===== src/rtl/liv_pkg.sv =====
// Package for the Lehmer-seeded key/IV derivation block.
// Holds the generator constants and the pipeline payload types.
// No dependencies.
package liv_pkg;

  localparam logic [31:0] SeedOffset = 32'd23456911;
  localparam logic [31:0] LcgMul     = 32'd16807;
  localparam logic [31:0] LcgMod     = 32'h7fffffff;
  localparam int unsigned QuotShift  = 49;
  localparam logic [32:0] QuotRecip  = 33'((64'd1 << QuotShift) / 64'd127773 + 64'd1);
  localparam int unsigned QuotW      = 15;
  localparam int unsigned NumWords   = 4;

  typedef struct packed {
    logic [NumWords-2:0][31:0] w;
    logic [31:0]               s;
  } lane_t;

  typedef struct packed {
    logic [NumWords-2:0][31:0] w;
    logic [31:0]               p;
    logic [QuotW-1:0]          q;
    logic                      neg;
  } step_a_t;

endpackage


===== src/rtl/liv_step.sv =====
// One Park-Miller step in two register stages, Schrage form with wrap.
// The first stage also stores the negated incoming value into each result word whose word_we_i bit is set.
// Depends on liv_pkg.
module liv_step import liv_pkg::*; (
  input  logic                clk_i,
  input  logic                rst_ni,
  input  logic                en_i,
  input  logic                valid_i,
  input  lane_t               lane_i,
  input  logic [NumWords-2:0] word_we_i,
  output logic                valid_o,
  output lane_t               lane_o
);

  logic        a_valid_q;
  step_a_t     a_q;
  step_a_t     a_d;
  logic [31:0] mag;
  logic [63:0] prod;
  logic [31:0] mul_lo;

  logic        b_valid_q;
  lane_t       b_q;
  lane_t       b_d;
  logic [31:0] q_ext;
  logic [31:0] q_sgn;
  logic [31:0] v;

  // Stage A: magnitude divided by 127773 through an exact reciprocal, and s * 16807.
  always_comb begin
    mag    = lane_i.s[31] ? 32'(32'd0 - lane_i.s) : lane_i.s;
    prod   = 64'({32'd0, mag} * {31'd0, QuotRecip});
    mul_lo = 32'(lane_i.s * LcgMul);
    a_d.w  = lane_i.w;
    for (int j = 0; j < NumWords - 1; j++) begin
      if (word_we_i[j]) begin
        a_d.w[j] = 32'd0 - lane_i.s;
      end
    end
    a_d.p   = mul_lo;
    a_d.q   = prod[QuotShift+QuotW-1:QuotShift];
    a_d.neg = lane_i.s[31];
  end

  // Stage B: s*16807 - q*(2^31-1) taken modulo 2^32, then the negative fix-up.
  always_comb begin
    q_ext = {{(32 - QuotW){1'b0}}, a_q.q};
    q_sgn = a_q.neg ? 32'(32'd0 - q_ext) : q_ext;
    v     = a_q.p + q_sgn + {q_sgn[0], 31'd0};
    if (v[31]) begin
      v = v + LcgMod;
    end
    b_d.w = a_q.w;
    b_d.s = v;
  end

  always_ff @(posedge clk_i or negedge rst_ni) begin
    if (!rst_ni) begin
      a_valid_q <= 1'b0;
      b_valid_q <= 1'b0;
    end else if (en_i) begin
      a_valid_q <= valid_i;
      b_valid_q <= a_valid_q;
    end
  end

  always_ff @(posedge clk_i) begin
    if (en_i) begin
      a_q <= a_d;
      b_q <= b_d;
    end
  end

  assign valid_o = b_valid_q;
  assign lane_o  = b_q;

endmodule


===== config.mk =====
export PLATFORM = sky130hd
export DESIGN_NAME = liv_step
export DESIGN_NICKNAME = d
export VERILOG_FILES = /design/src/rtl/liv_pkg.sv /design/src/rtl/liv_step.sv
export SDC_FILE = /design/constraint.sdc
export NUM_CORES = 2
export LEC_CHECK = 0
export BUFFER_PORTS_ARGS = -buffer_cell sky130_fd_sc_hd__buf_2
export CORE_MARGIN = 2
export CORE_UTILIZATION = 60
export DETAILED_ROUTE_END_ITERATION = 10
export PLACE_DENSITY_LB_ADDON = 0.2
export SLEW_MARGIN = 25
export SYNTH_ARGS = -nofsm -noshare
export SYNTH_HDL_FRONTEND = slang
export SYNTH_SLANG_ARGS = --single-unit

===== constraint.sdc =====
create_clock -name clk_i -period 12.5 [get_ports clk_i]
set_input_delay 1.875 -clock clk_i [delete_from_list [all_inputs] [get_ports clk_i]]
set_output_delay 1.875 -clock clk_i [all_outputs]
set_load 0.01 [all_outputs]

# Yosys cells after proc, flatten, opt, wreduce, memory -nomap -nowiden
# Index checks and enable logic that the tools add are counted.
[word_totals]
register_bits = 274
input_bits = 135
output_inout_bits = 129
elab_cells = 26
[op_classes]
addsub = 5
n_mul = 2
n_mux = 6
[ops]
columns = ["operator", "count"]
rows = [
  ["$mux 32", 5],
  ["$add 32x32->32", 2],
  ["$mul 32x33->64 const B", 1],
  ["$add 32x31->32 const B", 1],
  ["$mul 32x15->32 const B", 1],
  ["$sub 1x32->32 const A", 1],
  ["$mux 31", 1],
  ["$sub 1x15->16 const A", 1],
]

# Longest topological paths before layout
[logic_depth]
depth_word = 6
depth_mapped = 36
ltp_nobuf = 36

# Least setup slack after synthesis
# Ideal clock, no wire load.
[synth_path]
path_kind = "input -> register"
from = "in lane_i[0] (netlist name)"
to = "reg a_q[15] (netlist name), data pin"
setup_ps = 260
arrival_time_ps = 9948
required_time_ps = 12240
slack_ps = 2292
stages = 32
path_buffers = 1
cell_sequence = "inv_1 ha_1 and3_1 and3_1 nand3_1 nor2_1 and3_1 clkbuf_1 nand4_1 and2_1 xnor2_1 fa_1 fa_1 inv_1 fa_1 fa_1 inv_1 fa_1 fa_1 fa_1 ha_1 ha_1 a21o_1 a21o_1 a21oi_1 o21ai_0 and3_1 o31ai_1 a31oi_1 a21o_1 a21oi_1 xnor2_1"
[synth_rtl]
columns = ["item", "line_no", "text"]
rows = [
  ["start, declared", "liv_step.sv:9", "input lane_t lane_i,"],
  ["end signal, assigned", "liv_step.sv:69", "a_q <= a_d;"],
  ["end, declared", "liv_step.sv:16", "step_a_t a_q;"],
]

==> results.cfg <==
[run_status]
status = complete, no violations

[synthesis]
synth_edf_count = 272
ys_top_cells_by_area = fa_1 (28%), edfxtp_1 (24%), ha_1 (22%)
ys.flop_type = edfxtp_1
synth_area_um2 = 34600
ys_warn_count = 0
avgSynthCellArea_um2 = 11.6
ys_seq_area_share_pct = 23.7
syn_nets = 4230
yosysTopAreaCell = fa_1
synth.ff_latch_count = 274
async_flop_share_pct = 0.730
synth.distinct_cells = 79
synthDominantCellAreaShare_pct = 27.9
netlist_instances = 2998

[detailed_routing]
dr.pass1.iters = 7
avgViaCountPerCell = 5.55
wirelength_mm = 91.8
drc_errors = 0
via_count = 22700
antenna_left = 0
drtIter0Drc = 1427
wl_per_cell_um = 22.5

[setup_path]
crit_path_end_kind = flip-flop
path_max_fanout = 7
critical_path_class = input pin to flip-flop
slowest_delay_ns = 0.82
start_kind = input pin
crit_slowest_cell = a2111oi_0
worstPathArrival_ns = 12.15
required_ns = 12.84
crit_top_cell = fa_1

[clock_network]
path_clk_slew_ns = 0.07
post_cts_buffers = 0
cts_buffers = 28
htree_levels = 1
cts_tree = yes
clk_latency_ns = 0.58
cts.sinks = 274
cts-root-buf = clkbuf_16
cts.path.max_buffers = 3
cts_resized = 0
hold_buffers = 0

[timing]
min_period_ns = 11.81
worst_slack_ns = 0.689
worstMarginPinSlew_ns = 1.07
slew_viol_final = 0
setup_viol = 0
max_freq_mhz = 84.7
finalHoldViolCount = 0
post-route-period-util_pct = 94.5
fin_skew_ns = 0.0225
slew_headroom_pct = 28.3
totalNegativeSetupSlack_ns = 0
rsz0062_at_grt = no

[final_layout]
drive_gt1_share_pct = 13.9
final_common_cell = inv_1
nets = 4522
layout_common_cells = inv_1 (719), ha_1 (615), fa_1 (482)
stdcell_area_um2 = 38100
area_delta_synth_final_pct = 9.87

[min_path]
min_path_type = flip-flop to flip-flop

[grt]
grt.overflow.total = 0
grt_use_total_pct = 31.4
grt_pass1_vias = 24500
grt_max_degree = 122
antenna_found_initial = 5
grt_pass1_wl_mm = 141

[run]
cap_violations = 0

[placed_design]
gp_congestion = 0.982
portBuffers = 263
place_area_um2 = 37000
pre_cts_ws_ns = 0.117
hpwl_mm = 79.7

[die]
initial_utilization_pct = 60.4
fp.dieW_um = 244
rows = 88
core_area_um2 = 57400
die_area_um2 = 59700
fp.dieH_um = 244
pin_count = 264
path summary, 6_finish.rpt:
| kind | cells after the start | startpoint | end | slack (ns) |
|---|---|---|---|---|
| max in group asynchronous | 1 | rst_ni | a_valid_q$_DFFE_PN0P_ | 11.32 |
| hold reg to reg | 0 | a_q[103]$_DFFE_PP_ | lane_o[87]$_DFFE_PP_ | 0.41 |
| setup / recovery | 36 | lane_i[0] | a_q[6]$_DFFE_PP_ | 0.69 |
| setup reg to reg | 17 | a_q[6]$_DFFE_PP_ | lane_o[29]$_DFFE_PP_ | 6.17 |
| min in group asynchronous | 1 | rst_ni | valid_o$_DFFE_PN0P_ | 1.08 |
| hold / removal | 0 | a_q[103]$_DFFE_PP_ | lane_o[87]$_DFFE_PP_ | 0.41 |
per-layer routing:
layer	global-route usage (%)	wire (um)	up-vias
li1	-	-	10400
met1	41.2	37300	11400
met2	54.6	45800	647
met3	2.96	5040	167
met4	10.8	3590	0
met5	0	0	-
kinds of logic after synthesis:
logic type | Yosys count | synth area share, %
mux | 100 | 3.23
simple gates | 312 | 4.65
fa+ha+maj | 1097 | 50.1
buf+inv | 744 | 8.07
compound gates | 292 | 5.65
flops | 274 | 23.7
xor+xnor | 179 | 4.58
critical path: cells and delay by family:
kind	cells	cell delay, ns
AOI/OAI and AO/OA	7	2.08
xor gates and xnor gates	2	0.65
adders and majority gates	10	4.34
buffers and inverters	8	1.14
and+or+nand+nor	9	2.00
cell type report:
class	count	area, um2
clock inverter	21	268
clock buffer	31	712
inverter	719	2700
timing repair buffer	287	1510
multi-input combinational	1980	23700
fill	4523	19300
antenna	5	12.5
tap	765	957
sequential	274	8220
synthesized netlist by cell type, types with 3 or more instances:
cell type,number
inv_1,719
ha_1,615
fa_1,482
edfxtp_1,272
xnor2_1,133
mux2_2,95
a21oi_1,84
nand2_1,80
nor2_1,66
o21ai_0,46
a21o_1,45
xor2_1,45
nand3_1,30
clkbuf_1,22
nor3_1,18
and3_1,15
nor2b_1,15
nand2b_1,14
nand4_1,14
o21a_1,14
o21bai_1,13
and2_1,12
or3_1,12
o31ai_1,11
a211oi_1,10
a31oi_1,9
o211ai_1,8
or2_2,8
mux2i_1,5
nor4_1,5
nor3b_1,4
a211o_1,3
a21boi_0,3
a221oi_1,3
a311oi_1,3
a31o_2,3
a41oi_1,3
and4_1,3
o221ai_1,3
o22ai_1,3
o41ai_1,3
or4_4,3
metrics by stage:
step                      cells  hold slack [ns]  util, %
after floorplan            2998            0.400        -
after CTS                  4077            0.404     66.3
after detailed placement   4025            0.405     64.6
after global placement     4025            0.400     64.6
final                      4082            0.406     66.3
after global routing       4081            0.399     66.3
flip-flops by register name, summed over array words and instances (netlist names):
name / cells
a_q: 144
a_valid_q: 1
lane_o: 128
valid_o: 1
Power is not shown: default switching activity piles up to over one toggle a cycle in this logic, so the estimate is an artifact.
