### src/rtl/liv_pkg.sv
// Package for the Lehmer-seeded key/IV derivation block.
// Holds the generator constants and the pipeline payload types.
// No dependencies.
package liv_pkg;

  localparam logic [31:0] SeedOffset = 32'd23456911;
  localparam logic [31:0] LcgMul     = 32'd16807;
  localparam logic [31:0] LcgMod     = 32'h7fffffff;
  localparam int unsigned QuotShift  = 49;
  localparam logic [32:0] QuotRecip  = 33'((64'd1 << QuotShift) / 64'd127773 + 64'd1);
  localparam int unsigned QuotW      = 15;
  localparam int unsigned NumWords   = 4;

  typedef struct packed {
    logic [NumWords-2:0][31:0] w;
    logic [31:0]               s;
  } lane_t;

  typedef struct packed {
    logic [NumWords-2:0][31:0] w;
    logic [31:0]               p;
    logic [QuotW-1:0]          q;
    logic                      neg;
  } step_a_t;

endpackage

### src/rtl/liv_seed.sv
// Seed stage: adds the fixed offset to the index and, in beta mode, halves a seed whose top bit is set.
// Depends on liv_pkg.
module liv_seed import liv_pkg::*; (
  input  logic        clk_i,
  input  logic        rst_ni,
  input  logic        en_i,
  input  logic        valid_i,
  input  logic [31:0] index_i,
  input  logic        beta_i,
  output logic        valid_o,
  output lane_t       lane_o
);

  logic        valid_q;
  lane_t       lane_q;
  lane_t       lane_d;
  logic [31:0] seed;

  always_comb begin
    seed = index_i + SeedOffset;
    if (beta_i && seed[31]) begin
      seed = {1'b0, seed[31:1]};
    end
    lane_d   = '0;
    lane_d.s = seed;
  end

  always_ff @(posedge clk_i or negedge rst_ni) begin
    if (!rst_ni) begin
      valid_q <= 1'b0;
    end else if (en_i) begin
      valid_q <= valid_i;
    end
  end

  always_ff @(posedge clk_i) begin
    if (en_i) begin
      lane_q <= lane_d;
    end
  end

  assign valid_o = valid_q;
  assign lane_o  = lane_q;

endmodule

### config.mk
export PLATFORM = sky130hd
export DESIGN_NAME = liv_seed
export DESIGN_NICKNAME = d
export VERILOG_FILES = /design/src/rtl/liv_pkg.sv /design/src/rtl/liv_seed.sv
export SDC_FILE = /design/constraint.sdc
export NUM_CORES = 1
export LEC_CHECK = 0
export ABC_AREA = 1
export BUFFER_PORTS_ARGS = -buffer_cell sky130_fd_sc_hd__buf_4
export CORE_MARGIN = 1
export CORE_UTILIZATION = 53
export CTS_BUF_LIST = sky130_fd_sc_hd__clkbuf_8
export DETAILED_ROUTE_END_ITERATION = 8
export PLACE_DENSITY_LB_ADDON = 0.3
export RECOVER_POWER = 100
export SYNTH_ARGS = -nofsm -noshare
export SYNTH_HDL_FRONTEND = slang
export SYNTH_SLANG_ARGS = --single-unit
### constraint.sdc
create_clock -name clk_i -period 2 [get_ports clk_i]
set_input_delay 0.1 -clock clk_i [delete_from_list [all_inputs] [get_ports clk_i]]
set_output_delay 0.1 -clock clk_i [all_outputs]
set_load 0.05 [all_outputs]
After elaboration in Yosys (flattened, before gate mapping)
Cells that the tools add are included.

storage, ports and cells
  memory bits (writable) = 0
  memories kept = 0
  output and inout bits = 129
  bits in latches = 0
  logic and storage cells = 6
  flip-flop bits (word level) = 33
  input port bits = 37
  memory bits (read-only) = 0

operators by class
  multipliers = 0
  shifts and indexed selects = 0
  equality and inequality tests = 0
  add/subtract/negate cells = 1
  $lt $le $gt $ge = 0
  bitwise operators = 0
  reductions and logical operators = 1
  divide/modulo/power cells = 0
  muxes and demuxes = 1

operators by type and width
  operator                  number
  $add A32 B25 Y32 const B  1
  $mux W31                  1
  $logic_and A1 B1 Y1       1

Logic depth before layout (Yosys ltp)
  word-level depth = 3
  mapped depth = 13
  depth with buffers taken out = 12

Worst setup path before layout
No wires, ideal clock.

  path type = in2reg
  from = in index_i[17]
  to = reg lane_q, in the netlist lane_o[26], data pin
  library setup time = 0.254 ns
  setup slack = 0.578 ns
  stages on the path = 11
  data required time = 1.746 ns
  data arrival time = 1.169 ns
  cell sequence = buf_4 -> nand2_1 -> nor2_2 -> nand2_1 -> nor3_2 -> nand2_2 -> nand3_1 -> nand3_2 -> buf_6 -> nand2_1 -> nand2_1

on the way
  longest elaborated chain between the ends = 3

RTL lines
  element                 line            source
  start: declaration      liv_seed.sv:8   input logic [31:0] index_i,
  $add A32 B25 Y32 (*)    liv_seed.sv:20  seed = index_i + SeedOffset;
  $logic_and A1 B1 Y1     liv_seed.sv:21  if (beta_i && seed[31]) begin
  $mux W31 (*)            liv_seed.sv:21
  named net seed[26]      liv_seed.sv:17  logic [31:0] seed;
  end signal: assignment  liv_seed.sv:38  lane_q <= lane_d;
  end: declaration        liv_seed.sv:15  lane_t lane_q;

Mark *: on every way through the listed nets, which the timed path passes. The rest lies on a longest branch.
A chain may end at the register's enable or synchronous reset.

Worst setup path in the final report
  from = in index_i[14]
  to = reg lane_q, in the netlist lane_o[5], data pin

on the way
  longest elaborated chain between the ends = 3

RTL lines
  element              line
  $add A32 B25 Y32     liv_seed.sv:20
  $logic_and A1 B1 Y1  liv_seed.sv:21
  $mux W31             liv_seed.sv:21
  named net seed[5]    liv_seed.sv:17

The timed path passes the listed nets, and every way through them passes these cells.

==> impl_metrics.toml <==
[yosys]
synthAdderAreaFrac_pct = 0.351
netlist_instances = 534
yosysUniqueCellTypes = 31
ys_seq_area_share_pct = 27.7
syn-cell-area_sq_um = 3560
syn_area_per_cell_sq_um = 6.67
synth_edf_count = 32
synthMuxAreaShare_pct = 0.316
synth_xor_area_share_pct = 3.94
synth_top_family_by_area = "simple AND/OR/NAND/NOR gates"
ys_ff_latch = 33
ys_warn_count = 0
async_flop_share_pct = 3.03
synth-simple-area-share_pct = 36.4
synth_compound_area_share_pct = 2.85
synth_flop_cell = "edfxtp_1"

[clock_tree]
cts_resized = 0
clk_latency_ps = 270
cts.sinks = 33
cts_setup_buffers = 0
clockBufferDepth = 2
numCtsBuffers = 5
clk_pin_slew_ps = 60
cts_tree = "built"
htreeDepth = 2
cts_root_buf = "clkbuf_8"

[floorplanning]
die_h_um = 84.0
start_util_pct = 55.4
die_w_um = 84.0
ioPinCount = 166
rows = 29
core_sq_um = 6420
die_area_sq_um = 7050

[worst_setup_path]
worstSetupPathType = "input port to flop"
path_max_fanout = 30
cp_num_buf_inv = 1
crit_required_ps = 2020
crit_family = "simple AND/OR/NAND/NOR gates"
cpPeakStageDelay_ps = 290
end_kind = "flop"
crit_top_cell = "nand2_1"
critical_path_arrival_ps = 1680
crit_slowest_cell = "nand2_2"
crit_chain = "clkbuf_4 -> nor2_1 -> nand2_1 -> a21oi_1 -> nand2_1 -> nand2_1 -> nand2_2 -> nand2_2 -> nand2_2 -> nand3_1 -> nand2_1"
startpoint_type = "input port"

[grt]
grt_pass1_vias = 2800
antenna_found_initial = 0
grt_usage_pct = 22.0
grt-ovfl-total = 0
grt_pass1_wl_um = 12400
grt_max_degree = 34

[sta]
finalCritPeriodShare_pct = 83.3
setup_viol = 0
fin_worst_skew_ps = 0
rsz0062_at_grt = "no"
tns_ps = 0
max_slew_margin_pct = -7.89
final-hold-violation-count = 0
timing.final.crit_period_ps = 1670
fmax_ghz = 0.600
drv_slew = 34
tightest_slew_ps = 1620

[worst_hold_path]
min_path_type = "input port to flop"

[routing]
route.detailed.drc = 20
drtPass1Iterations = 8
dr.first_iter.drc_count = 160
routed_wl_um = 7800
viasPerCell = 4.73
wl_per_cell_um = 11.5
num_vias = 3215
ant_nets = 0

[place]
dp_cells = 672
gp_congestion = 0.898
dp_hpwl_um = 6580
io_buffer_count = 69

[status]
violations = "design-rule violations, max-capacitance violations, max-slew violations"
outcome = "finished, violations left"

[pwr]
ir_drop_v = 0.000350
p_leak_nw = 2.01
p_per_area_nw_per_um2 = 662
p_total_w = 0.00246

[final_layout]
utilization_pct = 57.9
nets = 641
syn_to_final_growth_pct = 4.36
layout-drive-gt1-share_pct = 10.3
antenna_cells = 0
instances_no_fill = 680

[run]
drv_cap = 1
==> kinds of logic (layout without fill, tap and decap cells) <==
family                   count (synthesis)  after routing
flip-flops                              33             33
other                                    1             96
AO/OA/AOI/OAI                           19             19
multiplexers                             1              1
AND/OR/NAND/NOR                        304            304
XOR/XNOR                                16             16
buffers and inverters                  159            133
adder cells (fa/ha/maj)                  1              1
==> where the power goes <==
| group | switching, W | leakage, nW | total (W) | internal, W |
|---|---|---|---|---|
| clock network | 0.000209 | 0.0428 | 0.000438 | 0.000229 |
| registers | 0.0000191 | 0.324 | 0.000874 | 0.000855 |
| logic | 0.000962 | 1.64 | 0.00115 | 0.000186 |
| total | 0.00119 | 2.01 | 0.00246 | 0.00127 |
==> Yosys cell counts (2+ instances only) <==
master / n / area [sq um]
nand2_1: 172 / 646
buf_4: 97 / 728
nand3_1: 64 / 320
inv_1: 48 / 180
nor2_1: 43 / 161
edfxtp_1: 32 / 961
xor2_1: 15 / 131
a21oi_1: 11 / 55.1
nand2_2: 7 / 43.8
buf_6: 6 / 67.6
nand4_1: 5 / 31.3
o21ai_0: 5 / 25.0
inv_2: 4 / 15.0
nor3_1: 4 / 20.0
buf_2: 3 / 15.0
nand3_2: 2 / 20.0
nor2_2: 2 / 12.5
==> through the flow <==
step / worst slack, ps / hold slack (ps) / instance area (sq um)
2_1_floorplan: 578 / -196 / 3920
3_3_place_gp: 87.1 / -125 / 3760
3_5_place_dp: 78.4 / -124 / 3760
4_1_cts: 374 / 53.5 / 3850
5_1_grt: 112 / 54.0 / 3720
6_report: 334 / 57.5 / 3720
==> path summary, 6_finish.rpt <==
path                             start        end  slack [ps]  cells after the start
setup reg to reg               valid_o    valid_o        1260                      1
min in group asynchronous       rst_ni    valid_o         150                      2
hold reg to reg                valid_o    valid_o         510                      1
hold / removal                 valid_i    valid_o          60                      2
setup / recovery           index_i[14]  lane_o[5]         330                     11
max in group asynchronous       rst_ni    valid_o        1760                      2
==> timing repair <==
item | in CTS | in global routing
setup endpoints to repair | 0 | 0
hold buffers | 1 | 0
endpoints found under the hold margin | 1 | 0
==> cells in the final DEF (no fill, tap or decap) <==
master	n
xnor2_1	1
buf_12	1
nor2_4	1
buf_4	36
nor3_2	1
dlygate4sd3_1	1
mux2_2	1
clkbuf_4	2
edfxtp_1	32
xor2_1	15
nand3_2	2
inv_2	4
clkbuf_8	5
nand4_1	5
conb_1	96
and2_1	1
nand3_1	64
nand3b_1	1
inv_1	49
o21bai_1	1
ha_1	1
o21ai_0	5
nor2b_1	1
a21oi_2	1
clkbuf_1	34
o21ai_1	1
nor2_2	2
nor2_1	43
a21oi_1	11
dfrtp_1	1
nand2_1	173
nor3_1	4
clkinv_1	1
nand2_2	6
==> layer usage <==
layer  vias up  share of wire [%]  track usage [%]
met5         -                  0                0
met4         0                2.6             9.25
met3        19                8.2             2.87
met2       175                 47             37.9
met1      1400                 42             27.7
li1       1621                  -                -
==> flip-flops by register name, indices dropped and copies added (netlist names) <==
signal and count:
lane_o 32, valid_o 1
==> area by class of cell <==
cell class / instances / area (sq um)
tap: 77 / 96.3
fill: 661 / 2710
timing repair buffer: 74 / 443
clock buffer: 5 / 68.8
sequential: 33 / 986
multi-input combinational: 437 / 1920
inverter: 52 / 195
clock inverter: 2 / 7.51
(Power assumes the default switching activity.)
